`src/rtl/trfp_pkg.sv`:
```
// ----------------------------------------------------------------------------
// Touch report frame parser package
// Shared types and constants for the front, command queue and back parts.
// ----------------------------------------------------------------------------
package trfp_pkg;

  localparam logic [7:0] CTRL_FIRST   = 8'd3;
  localparam logic [7:0] CTRL_LAST    = 8'd0;
  localparam int unsigned POINT_BYTES  = 8;
  localparam int unsigned HEADER_BYTES = 4;
  localparam int unsigned MAX_POINTS   = 31;

  localparam logic [1:0] EMU_OFF  = 2'd0;
  localparam logic [1:0] EMU_LEFT = 2'd1;

  typedef enum logic [1:0] {
    KIND_CONTACT = 2'd0,
    KIND_SYNC    = 2'd1,
    KIND_TOUCH   = 2'd2
  } kind_e;

  // One request from the front: a contact, an end of frame, or both.
  typedef struct packed {
    logic        contact;
    logic        finish;
    logic        press;
    logic [15:0] id;
    logic [15:0] x;
    logic [15:0] y;
    logic [4:0]  count;
  } cmd_t;

  // One result item as shown on the output ports.
  typedef struct packed {
    kind_e       kind;
    logic [15:0] id;
    logic [15:0] x;
    logic [15:0] y;
    logic        pressed;
    logic        button;
    logic [4:0]  count;
    logic        last;
  } res_t;

endpackage

```
`src/rtl/touch_report_frame_parser.sv`:
```
// ----------------------------------------------------------------------------
// Touch report frame parser
// Parses a multitouch response byte stream into contact, end-of-set and
// single-touch result items.
// ----------------------------------------------------------------------------
// Usage:
//   Input queue: drive data_byte_i and raise push; a byte is taken at a clock
//   edge with push high and full low. One byte can be taken every cycle while full is low.
//   Result queue: while empty is low the oldest result sits on the result
//   ports; pop it with pop. One result leaves per cycle at most.
//   Configuration: cfg_wdata_i is the emulation mode, written at an edge with
//   cfg_valid_i and cfg_ready_o high (ready is always high). Write it only
//   while no result is pending. It resets to 1 (left button).
//   Result path: a byte that closes a point or a frame is written to the request
//   queue, and its first result is then loaded into the output register; a byte
//   that causes three results delivers them one after another.
//   Throughput: one byte per cycle, held back only when the request queue
//   between the parser and the result expander fills, which happens when the
//   receiver stalls or pops slower than results are produced.
//   Reset: clears the parser to expect a header byte and empties both queues.
// ----------------------------------------------------------------------------
module touch_report_frame_parser
  import trfp_pkg::*;
#(
  parameter int unsigned CmdDepth = 4
) (
  input  logic        clk_i,
  input  logic        rst_ni,
  // byte input queue
  input  logic        push,
  output logic        full,
  input  logic [7:0]  data_byte_i,
  // configuration write channel
  input  logic        cfg_valid_i,
  output logic        cfg_ready_o,
  input  logic [1:0]  cfg_wdata_i,
  // result queue
  output logic        empty,
  input  logic        pop,
  output logic [1:0]  kind_o,
  output logic [15:0] tracking_id_o,
  output logic [15:0] pos_x_o,
  output logic [15:0] pos_y_o,
  output logic        pressed_o,
  output logic        button_code_o,
  output logic [4:0]  contact_count_o,
  output logic        last_o
);

  logic [1:0] emu_q;
  logic       byte_take;
  logic       cmd_wr, cmd_rd, cmd_full, cmd_empty;
  cmd_t       cmd_wdata, cmd_rdata;
  logic       res_valid;
  res_t       res;

  // Emulation mode register; the channel never stalls.
  assign cfg_ready_o = 1'b1;

  always_ff @(posedge clk_i or negedge rst_ni) begin
    if (!rst_ni) begin
      emu_q <= EMU_LEFT;
    end else if (cfg_valid_i && cfg_ready_o) begin
      emu_q <= cfg_wdata_i;
    end
  end

  // Hold off new bytes whenever the request queue has no room: every byte
  // issues at most one request, so this is the only stall on the input side.
  assign full      = cmd_full;
  assign byte_take = push && !cmd_full;

  trfp_front u_front (
    .clk_i        (clk_i),
    .rst_ni       (rst_ni),
    .byte_valid_i (byte_take),
    .byte_i       (data_byte_i),
    .cmd_valid_o  (cmd_wr),
    .cmd_o        (cmd_wdata)
  );

  trfp_cmd_fifo #(
    .Depth (CmdDepth)
  ) u_cmd_fifo (
    .clk_i   (clk_i),
    .rst_ni  (rst_ni),
    .wr_i    (cmd_wr),
    .wdata_i (cmd_wdata),
    .full_o  (cmd_full),
    .rd_i    (cmd_rd),
    .rdata_o (cmd_rdata),
    .empty_o (cmd_empty)
  );

  // Expand each request into its results; advance the queue on the last one.
  trfp_back u_back (
    .clk_i       (clk_i),
    .rst_ni      (rst_ni),
    .emu_i       (emu_q),
    .cmd_valid_i (!cmd_empty),
    .cmd_i       (cmd_rdata),
    .cmd_pop_o   (cmd_rd),
    .res_valid_o (res_valid),
    .res_o       (res),
    .res_pop_i   (pop)
  );

  // Drive the result queue ports from the output register.
  assign empty           = !res_valid;
  assign kind_o          = res.kind;
  assign tracking_id_o   = res.id;
  assign pos_x_o         = res.x;
  assign pos_y_o         = res.y;
  assign pressed_o       = res.pressed;
  assign button_code_o   = res.button;
  assign contact_count_o = res.count;
  assign last_o          = res.last;

endmodule

```
`src/rtl/trfp_cmd_fifo.sv`:
```
// ----------------------------------------------------------------------------
// Command queue
// Small register queue that decouples the byte parser from result expansion.
// ----------------------------------------------------------------------------
module trfp_cmd_fifo
  import trfp_pkg::*;
#(
  parameter int unsigned Depth = 4
) (
  input  logic clk_i,
  input  logic rst_ni,
  input  logic wr_i,
  input  cmd_t wdata_i,
  output logic full_o,
  input  logic rd_i,
  output cmd_t rdata_o,
  output logic empty_o
);

  localparam int unsigned AddrW = (Depth > 1) ? $clog2(Depth) : 1;
  localparam int unsigned CntW  = $clog2(Depth + 1);

  cmd_t             mem_q [Depth];
  logic [AddrW-1:0] wr_ptr_q, wr_ptr_d;
  logic [AddrW-1:0] rd_ptr_q, rd_ptr_d;
  logic [CntW-1:0]  cnt_q, cnt_d;
  logic             do_wr, do_rd;

  assign full_o  = (cnt_q == CntW'(Depth));
  assign empty_o = (cnt_q == '0);
  assign rdata_o = mem_q[rd_ptr_q];
  assign do_wr   = wr_i && !full_o;
  assign do_rd   = rd_i && !empty_o;

  always_comb begin
    wr_ptr_d = wr_ptr_q;
    rd_ptr_d = rd_ptr_q;
    cnt_d    = cnt_q;
    if (do_wr) begin
      wr_ptr_d = (wr_ptr_q == AddrW'(Depth - 1)) ? '0 : wr_ptr_q + 1'b1;
    end
    if (do_rd) begin
      rd_ptr_d = (rd_ptr_q == AddrW'(Depth - 1)) ? '0 : rd_ptr_q + 1'b1;
    end
    if (do_wr && !do_rd) begin
      cnt_d = cnt_q + 1'b1;
    end else if (do_rd && !do_wr) begin
      cnt_d = cnt_q - 1'b1;
    end
  end

  always_ff @(posedge clk_i or negedge rst_ni) begin
    if (!rst_ni) begin
      wr_ptr_q <= '0;
      rd_ptr_q <= '0;
      cnt_q    <= '0;
    end else begin
      wr_ptr_q <= wr_ptr_d;
      rd_ptr_q <= rd_ptr_d;
      cnt_q    <= cnt_d;
    end
  end

  always_ff @(posedge clk_i) begin
    if (do_wr) begin
      mem_q[wr_ptr_q] <= wdata_i;
    end
  end

endmodule

```
`src/rtl/trfp_front.sv`:
```
// ----------------------------------------------------------------------------
// Byte parser
// Checks frame headers, assembles point records and issues one request per
// byte that causes results.
// ----------------------------------------------------------------------------
module trfp_front
  import trfp_pkg::*;
(
  input  logic       clk_i,
  input  logic       rst_ni,
  input  logic       byte_valid_i,
  input  logic [7:0] byte_i,
  output logic       cmd_valid_o,
  output cmd_t       cmd_o
);

  logic [1:0]  header_index_q, header_index_d;
  logic        in_payload_q, in_payload_d;
  logic [4:0]  point_index_q, point_index_d;
  logic [2:0]  byte_in_point_q, byte_in_point_d;
  logic [7:0]  first_control_q, first_control_d;
  logic [7:0]  point_total_q, point_total_d;
  logic [7:0]  frame_length_q, frame_length_d;
  logic [47:0] point_fields_q, point_fields_d;
  logic [7:0]  point_status_q, point_status_d;
  logic [10:0] want_len;
  logic [4:0]  index_next;
  logic        header_ok;

  always_comb begin
    header_index_d  = header_index_q;
    in_payload_d    = in_payload_q;
    point_index_d   = point_index_q;
    byte_in_point_d = byte_in_point_q;
    first_control_d = first_control_q;
    point_total_d   = point_total_q;
    frame_length_d  = frame_length_q;
    point_fields_d  = point_fields_q;
    point_status_d  = point_status_q;

    want_len   = 11'(point_total_q) * 11'(POINT_BYTES) + 11'(HEADER_BYTES);
    header_ok  = (first_control_q == CTRL_FIRST) && (byte_i == CTRL_LAST)
              && ({3'b000, frame_length_q} == want_len)
              && (point_total_q <= 8'(MAX_POINTS));
    index_next = point_index_q + 1'b1;

    cmd_valid_o   = 1'b0;
    cmd_o         = '0;
    cmd_o.count   = point_total_q[4:0];
    cmd_o.id      = point_fields_q[47:32];
    cmd_o.x       = point_fields_q[15:0];
    cmd_o.y       = point_fields_q[31:16];

    if (byte_valid_i) begin
      if (!in_payload_q) begin
        unique case (header_index_q)
          2'd0: begin
            first_control_d = byte_i;
            header_index_d  = 2'd1;
          end
          2'd1: begin
            point_total_d  = byte_i;
            header_index_d = 2'd2;
          end
          2'd2: begin
            frame_length_d = byte_i;
            header_index_d = 2'd3;
          end
          default: begin
            // Drop a bad header; the next byte opens a new one.
            header_index_d = 2'd0;
            if (header_ok) begin
              point_index_d   = '0;
              byte_in_point_d = '0;
              if (point_total_q == '0) begin
                cmd_valid_o  = 1'b1;
                cmd_o.finish = 1'b1;
              end else begin
                in_payload_d = 1'b1;
              end
            end
          end
        endcase
      end else begin
        if (byte_in_point_q < 3'd6) begin
          point_fields_d[{byte_in_point_q, 3'b000} +: 8] = byte_i;
        end else if (byte_in_point_q == 3'd6) begin
          point_status_d = byte_i;
        end
        if (byte_in_point_q == 3'd7) begin
          // Pad byte closes the point.
          byte_in_point_d = '0;
          cmd_valid_o     = 1'b1;
          cmd_o.contact   = 1'b1;
          point_index_d   = index_next;
          if ({3'b000, index_next} >= point_total_q) begin
            cmd_o.finish   = 1'b1;
            cmd_o.press    = (point_status_q != '0);
            in_payload_d   = 1'b0;
            header_index_d = 2'd0;
            point_index_d  = '0;
          end
        end else begin
          byte_in_point_d = byte_in_point_q + 1'b1;
        end
      end
    end
  end

  always_ff @(posedge clk_i or negedge rst_ni) begin
    if (!rst_ni) begin
      header_index_q  <= '0;
      in_payload_q    <= 1'b0;
      point_index_q   <= '0;
      byte_in_point_q <= '0;
    end else begin
      header_index_q  <= header_index_d;
      in_payload_q    <= in_payload_d;
      point_index_q   <= point_index_d;
      byte_in_point_q <= byte_in_point_d;
    end
  end

  always_ff @(posedge clk_i) begin
    first_control_q <= first_control_d;
    point_total_q   <= point_total_d;
    frame_length_q  <= frame_length_d;
    point_fields_q  <= point_fields_d;
    point_status_q  <= point_status_d;
  end

endmodule

```
`src/rtl/trfp_back.sv`:
```
// ----------------------------------------------------------------------------
// Result expander
// Turns each queued request into one to three result items and holds the
// oldest one in an output register.
// ----------------------------------------------------------------------------
module trfp_back
  import trfp_pkg::*;
(
  input  logic       clk_i,
  input  logic       rst_ni,
  input  logic [1:0] emu_i,
  input  logic       cmd_valid_i,
  input  cmd_t       cmd_i,
  output logic       cmd_pop_o,
  output logic       res_valid_o,
  output res_t       res_o,
  input  logic       res_pop_i
);

  typedef enum logic [1:0] {
    STEP_START,
    STEP_CONTACT,
    STEP_SYNC,
    STEP_TOUCH
  } step_e;

  step_e step_q, step_now, step_next;
  logic  out_valid_q;
  res_t  res_q, res_new;
  logic  touch_en, is_last, load;

  always_comb begin
    touch_en = (cmd_i.count <= 5'd1) && (emu_i != EMU_OFF);
    step_now = step_q;
    if (step_q == STEP_START) begin
      step_now = cmd_i.contact ? STEP_CONTACT : STEP_SYNC;
    end

    res_new       = '0;
    res_new.count = cmd_i.count;
    is_last       = 1'b1;
    step_next     = STEP_START;
    unique case (step_now)
      STEP_CONTACT: begin
        res_new.kind = KIND_CONTACT;
        res_new.id   = cmd_i.id;
        res_new.x    = cmd_i.x;
        res_new.y    = cmd_i.y;
        is_last      = !cmd_i.finish;
        step_next    = STEP_SYNC;
      end
      STEP_SYNC: begin
        res_new.kind = KIND_SYNC;
        is_last      = !touch_en;
        step_next    = STEP_TOUCH;
      end
      STEP_TOUCH: begin
        res_new.kind    = KIND_TOUCH;
        res_new.pressed = cmd_i.press;
        res_new.button  = (emu_i != EMU_LEFT);
        if (cmd_i.press) begin
          res_new.x = cmd_i.x;
          res_new.y = cmd_i.y;
        end
      end
      default: begin
        res_new.kind = KIND_SYNC;
      end
    endcase
    res_new.last = is_last;

    load      = cmd_valid_i && (!out_valid_q || res_pop_i);
    cmd_pop_o = load && is_last;
  end

  always_ff @(posedge clk_i or negedge rst_ni) begin
    if (!rst_ni) begin
      step_q      <= STEP_START;
      out_valid_q <= 1'b0;
      res_q       <= '0;
    end else begin
      out_valid_q <= load || (out_valid_q && !res_pop_i);
      if (load) begin
        res_q  <= res_new;
        step_q <= is_last ? STEP_START : step_next;
      end
    end
  end

  assign res_valid_o = out_valid_q;
  assign res_o       = res_q;

endmodule

```
`config.mk`:
```
export PLATFORM = sky130hd
export DESIGN_NAME = touch_report_frame_parser
export DESIGN_NICKNAME = d
export VERILOG_FILES = /design/src/rtl/trfp_pkg.sv /design/src/rtl/touch_report_frame_parser.sv /design/src/rtl/trfp_cmd_fifo.sv /design/src/rtl/trfp_front.sv /design/src/rtl/trfp_back.sv
export SDC_FILE = /design/constraint.sdc
export NUM_CORES = 1
export LEC_CHECK = 0
export BUFFER_PORTS_ARGS = -buffer_cell sky130_fd_sc_hd__buf_4
export CAP_MARGIN = 20
export CORE_UTILIZATION = 50
export CTS_CLUSTER_DIAMETER = 40
export CTS_CLUSTER_SIZE = 10
export DETAILED_ROUTE_END_ITERATION = 10
export PLACE_DENSITY = 0.7
export RECOVER_POWER = 100
export SKIP_LAST_GASP = 1
export SLEW_MARGIN = 25
export SYNTH_ARGS = -nofsm -noshare
export SYNTH_HDL_FRONTEND = slang
export SYNTH_SLANG_ARGS = --single-unit
```
`constraint.sdc`:
```
create_clock -name clk_i -period 4.6 [get_ports clk_i]
set_input_delay 0.23 -clock clk_i [delete_from_list [all_inputs] [get_ports clk_i]]
set_output_delay 0.23 -clock clk_i [all_outputs]
set_load 0.02 [all_outputs]
```
* Yosys cells after proc, flatten, opt, wreduce, memory -nomap -nowiden
Memory sizes are Yosys's and may differ from the RTL's. Index checks and enable logic that the tools add are counted.
Word-level totals: memories 1, output and inout port bits 61, flip-flop bits (word level) 161, memory bits (writable) 224
Operators by class: magnitude comparators 4, add/subtract/negate cells 8, eq/ne operators 16, shifts and indexed selects 2, reductions and logical operators 40, multiplexer cells 48, bitwise logic cells 2
Memory list:
- u_cmd_fifo.mem_q | words 4, bits a word 56, rd ports 1, clocked after Yosys merged registers in 0, write ports 1, RTL line trfp_cmd_fifo.sv:23 | cmd_t mem_q [Depth];
Operators with widths (number):
- case mux 32 bit (2 select lines) | 1
- bitwise mux 48 bit | 1
- variable shift 8 x 8 -> 48 bit, first input constant | 1
- indexed part select 8 x 8 -> 48 bit | 1
- two-way mux 32 bit | 1
- two-way mux 5 bit | 5
- two-way mux 3 bit | 8
- two-way mux 2 bit | 10
- AND reduction 3 bit | 6
- two-way mux 1 bit | 17
- logical NOT 8 bit | 2
- two-way mux 16 bit | 1
- logical AND 1 bit | 12
- adder 11 x 3 -> 11 bit, second input constant | 1
- == test 8 x 11 -> 1 bit | 1
- == test 2 bit, second input constant | 5
- == test 3 bit, second input constant | 3
- == test 8 x 2 -> 1 bit, second input constant | 1
- >= comparator 5 x 8 -> 1 bit | 1
- <= comparator 8 x 5 -> 1 bit, second input constant | 1
- logical NOT 1 bit | 8
- negator 6 -> 8 bit | 1
- case mux 2 bit (2 select lines) | 2
- AND reduction 4 bit | 2
- 18 further kinds | 28

* Longest topological paths before layout
depth in word-level cells 13, depth in mapped cells 13

* Modules after synthesis
A second synthesis with hierarchy kept.
Unflattened totals: cells, all modules 806, area total of the unflattened synthesis 15000.6 um^2
By module, submodules not included:
- trfp_cmd_fifo | cells an instance 330, area an instance 8548.2 um^2, instances 1
- trfp_front | cells an instance 268, area an instance 3862.5 um^2, instances 1
- trfp_back | cells an instance 199, area an instance 2491.1 um^2, instances 1
- touch_report_frame_parser | cells an instance 9, area an instance 98.8 um^2, instances 1

* Least setup slack after synthesis
No wires, ideal clock.
kind register to register, start point register u_front.header_index_q[0], end point memory u_cmd_fifo.mem_q[0][0] (netlist bit), enable pin, arrival time 4.053 ns, library setup time 0.470 ns, period minus slack after synthesis 4.524 ns, required time 4.130 ns, stages on the path, launching flop included 7, path slack 0.076 ns, cell sequence dfrtp_1 -> ha_1 -> nor4bb_1 -> nand4_1 -> o41ai_2 -> nand3b_1 -> nor2_1
On the way: cells in the longest elaborated chain, start to end 8, elaborated cells on any way between the ends 10, those cells by class eq/ne (2); mux (5); reduce/logical (3)
Ends and longest elaborated chain:
- start: declaration | RTL line trfp_front.sv:17 | logic [1:0] header_index_q, header_index_d;
- start signal: assignment | RTL line trfp_front.sv:117 | header_index_q <= header_index_d;
- == test 2 x 1 -> 1 bit, or another cell as far along | RTL line trfp_front.sv:56 | unique case (header_index_q)
- OR reduction 3 bit (no source line) (*)
- two-way mux 1 bit (*) | RTL line trfp_front.sv:56
- two-way mux 1 bit (*) | RTL line trfp_front.sv:55 | if (!in_payload_q) begin
- two-way mux 1 bit (*) | RTL line trfp_front.sv:54 | if (byte_valid_i) begin
- logical AND 1 bit (*) | RTL line trfp_cmd_fifo.sv:32 | assign do_wr = wr_i && !full_o;
- two-way mux 1 bit (*) | RTL line trfp_cmd_fifo.sv:65 | if (do_wr) begin
- two-way mux 1 bit (implied by the code) (*) | RTL line trfp_cmd_fifo.sv:66 | mem_q[wr_ptr_q] <= wdata_i;
- end: declaration | RTL line trfp_cmd_fifo.sv:23
Mark *: on every way between the ends. The rest lies on a longest branch, timed or not.

* Worst setup path after layout
start point input port data_byte_i[0], end point memory u_cmd_fifo.mem_q[0][30] (netlist bit), enable pin
On the way: cells in the longest elaborated chain, start to end 11
Ends and longest elaborated chain:
- start: declaration | RTL line touch_report_frame_parser.sv:32 | input logic [7:0] data_byte_i,
- logical NOT 8 bit | RTL line trfp_front.sv:42 | header_ok = (first_control_q == CTRL_FIRST) && (byte_i == CTRL_LAST)
- logical AND 1 bit | RTL line trfp_front.sv:42
- logical AND 1 bit | RTL line trfp_front.sv:43 | && ({3'b000, frame_length_q} == want_len)
- logical AND 1 bit | RTL line trfp_front.sv:44 | && (point_total_q <= 8'(MAX_POINTS));
- two-way mux 1 bit | RTL line trfp_front.sv:72 | if (header_ok) begin
- two-way mux 1 bit | RTL line trfp_front.sv:56
- two-way mux 1 bit | RTL line trfp_front.sv:55
- two-way mux 1 bit | RTL line trfp_front.sv:54
- logical AND 1 bit | RTL line trfp_cmd_fifo.sv:32
- two-way mux 1 bit | RTL line trfp_cmd_fifo.sv:65
- two-way mux 1 bit (implied by the code) | RTL line trfp_cmd_fifo.sv:66
Every way passes these cells.

==> key figures <==
Global route
  – First-pass GRT wire length: 45500 um
  – Initial antenna violation count: 0
  – Pin count of the biggest net entering global routing: 57
  – Vias in the first global route: 7905
  – Total grt overflow: 0
  – Gr usage total: 0.200

Cells and area
  – Post-layout nets: 993
  – Area Overhead vs Synth: 15.4%
  – Antenna cell count: 0
  – Design area: 17000 sq um
  – Fraction of layout cells with a size suffix above 1: 0.153

Clocking
  – Clk sinks: 385
  – Worst-Skew Late Latency: 0.54 ns
  – CTS tree: done
  – H-tree depth: 2
  – Max Root-Sink Buffers: 3
  – Clk root buf: clkbuf_16
  – TritonCTS Buffers: 48
  – Post-CTS setup buffers: 0
  – Clock transition at path regs: 0.05 ns

Die
  – Die height: 174 um
  – Core area: 28900 sq um
  – Num rows: 62
  – Die ar.: 30200 sq um
  – Boundary Pins: 76
  – Initial Util: 0.511
  – Chip width: 174 um

Min path
  – Min-delay src: push
  – Min-Delay Endpoint: u_front.in_payload_q$_DFFE_PN0P_
  – Hold depth: 3
  – HP Class: in -> reg

Timing
  – Max Freq: 0.261 GHz
  – Setup TNS after final layout: 0 ns
  – # setup viols final: 0
  – Slew HR: -0.280
  – Pins Over Slew Limit: 61
  – Slew at the pin closest to its max-slew limit: 1.92 ns
  – Final worst setup slack: 0.772 ns
  – Clock skew: 0.0151 ns
  – Final period util: 0.832
  – Fin. Hold Viols: 0
  – Tmin final: 3.83 ns
  – Unrepaired setup endpoints after global routing: no

Outcome
  – Failing checks: max-capacitance violations, max-slew violations
  – Status: finished, violations left

Setup path
  – Reg2reg setup slack: 0.89 ns
  – Reg2Reg Depth: 8
  – Reg-to-Reg Start: u_front.header_index_q[1]$_DFFE_PN0P_
  – Worst reg2reg path endpoint: u_cmd_fifo.mem_q[0][30]$_DFFE_PP_
  – Crit Path Class: in -> reg
  – Max FO, Critical Path: 56
  – Worst Setup End Kind: flip-flop
  – WP data arrival: 3.98 ns
  – Worst setup SP type: primary input
  – Worst path required time: 4.75 ns

Yosys
  – Syn Nets: 872
  – Yosys top cell area share: 0.619
  – Most numerous cell in the Yosys netlist: edfxtp_1
  – Main flop type after synthesis: edfxtp_1
  – Synth cell count leaders: 304 x edfxtp_1, 80 x dfrtp_1, 56 x inv_1, 56 x mux4_2, 53 x nand2_1
  – YS warnings: 0
  – Sequential cell area fraction in the yosys report: 0.756
  – Yosys top cell by area: edfxtp_1
  – EDFF count, synth: 304
  – Syn_area_per_cell: 17.7 sq um
  – Yosys cell types: 53
  – Flops & latches, synth: 385
  – Synthesized area: 14800 sq um
  – Mapped Cells: 833
  – Ys async rst share: 0.210
  – Largest cells by area after synthesis: edfxtp_1 62%, dfrtp_1 14%, mux4_2 8.6%, ha_1 2.0%, inv_1 1.4%

Pwr
  – Pwr/cell area: 560 nW/um^2
  – Peak supply drop: 0.371 mV
  – P_leak: 0.00615 uW

Routing
  – DRT antenna net count: 0
  – Routed len/inst: 21.0 um
  – Drt first pass iters: 5
  – Vias: 7429
  – Iteration-0 DRC Markers: 554
  – DRC: 0
  – Vias per cell: 5.41
  – Routed WL: 28800 um

Placement
  – Area post-placement: 15900 sq um
  – Port bufs: 74
  – Setup Slack @ Placement: 1.19 ns
  – Final Wtd Congestion: 0.827
  – Final HPWL DP: 17300 um

Run
  – Max_cap viols: 4
## stage by stage
stage | instances | power [uW] | hold slack, ns | utilization
after floorplan | 833 | 5740 | -0.0656 | -
after global placement | 1274 | 6430 | 0.195 | 0.549
after detailed placement | 1274 | 6470 | 0.204 | 0.550
after CTS | 1373 | 9840 | 0.178 | 0.603
after global routing | 1373 | 10000 | 0.339 | 0.590
final | 1373 | 9540 | 0.237 | 0.590
## sequential cells by signal, indices dropped and copies added, names as in the netlist
signal,flops
emu_q,2
u_back.res_o,58
u_back.res_valid_o,1
u_back.step_q,2
u_cmd_fifo.cnt_q,3
u_cmd_fifo.mem_q,224
u_cmd_fifo.rd_ptr_q,2
u_cmd_fifo.wr_ptr_q,2
u_front.byte_in_point_q,3
u_front.first_control_q,8
u_front.frame_length_q,8
u_front.header_index_q,2
u_front.in_payload_q,1
u_front.point_fields_q,48
u_front.point_index_q,5
u_front.point_status_q,8
u_front.point_total_q,8
## worst max-delay path, stage by stage
cell	delay [ns]
dlygate4sd3_1	0.54
clkbuf_1	0.31
nor4bb_1	0.42
nand4_1	0.19
o41ai_1	1.00
nand3b_1	0.13
buf_4	0.23
nor2_1	0.10
clkbuf_4	0.79
## power breakdown
part	total [uW]	switching, uW	internal [uW]
Sequential	4280	253	4030
Clock	3340	1310	2020
Combinational	1930	1110	810
Total	9540	2680	6860
## cells in the final DEF (no fill, tap or decap), drive strengths merged, types with 2 or more instances in the layout
cell type,count
clkinvlp,3
nand2b,2
inv,59
clkinv,5
a21o,8
dfrtp,80
nor2b,6
nor4,9
buf,10
nand3,5
xnor2,9
o21ai,39
a31oi,2
nor2,42
dlygate4sd3,14
nand4,3
and4,4
and3,5
mux2,14
clkbuf,151
mux4,56
nand3b,3
nor3,6
a22o,17
ha,23
nand2,53
nor4b,3
a21oi,4
edfxtp,304
or2,2
and2,28
## per-layer routing
| metal | GRT usage | share of wire | vias up |
|---|---|---|---|
| met2 | 0.337 | 0.50 | 233 |
| met4 | 0.0702 | 0.028 | 0 |
| met1 | 0.261 | 0.42 | 3732 |
| met3 | 0.0388 | 0.054 | 68 |
| li1 | - | - | 3396 |
| met5 | 0 | 0 | - |
## what timing repair did
action	4_1_cts	5_1_grt
resized for setup	0	0
endpoints found under the hold margin	62	0
hold buffers	14	0
## layout make-up
cell class / count / area [sq um]
well taps: 384 / 480
clock inverters: 12 / 101
fillers: 2206 / 11800
flip-flops and latches: 385 / 11200
inverters: 56 / 210
clock buffers: 73 / 1320
multi-input cells: 361 / 3230
repair buffers: 102 / 526
## how the worst max path moves through the flow
| stage | from | to | slack, ns | cells after the start |
|---|---|---|---|---|
| floorplan | u_front.header_index_q[0]$_DFFE_PN0P_ | u_cmd_fifo.mem_q[0][0]$_DFFE_PP_ | 0.08 | 6 |
| global placement | u_cmd_fifo.rd_ptr_q[0]$_DFFE_PN0P_ | u_cmd_fifo.cnt_q[1]$_DFFE_PN0P_ | 1.24 | 9 |
| detailed placement | u_cmd_fifo.rd_ptr_q[0]$_DFFE_PN0P_ | u_cmd_fifo.cnt_q[1]$_DFFE_PN0P_ | 1.19 | 9 |
| CTS | u_cmd_fifo.rd_ptr_q[0]$_DFFE_PN0P_ | u_cmd_fifo.cnt_q[1]$_DFFE_PN0P_ | 1.17 | 9 |
| global route | data_byte_i[7] | u_cmd_fifo.mem_q[3][51]$_DFFE_PP_ | 0.54 | 9 |
| finish | data_byte_i[0] | u_cmd_fifo.mem_q[0][30]$_DFFE_PP_ | 0.77 | 9 |
## logic make-up after synthesis
group	after synthesis	synth area share
buf+inv	87	0.0238
simple gates	175	0.0597
compound gates	81	0.0364
mux	70	0.0967
fa+ha+maj	24	0.0209
other cells	1	0.000254
flops	385	0.756
xor+xnor	10	0.00594
Power figures use the tool's default switching activity.
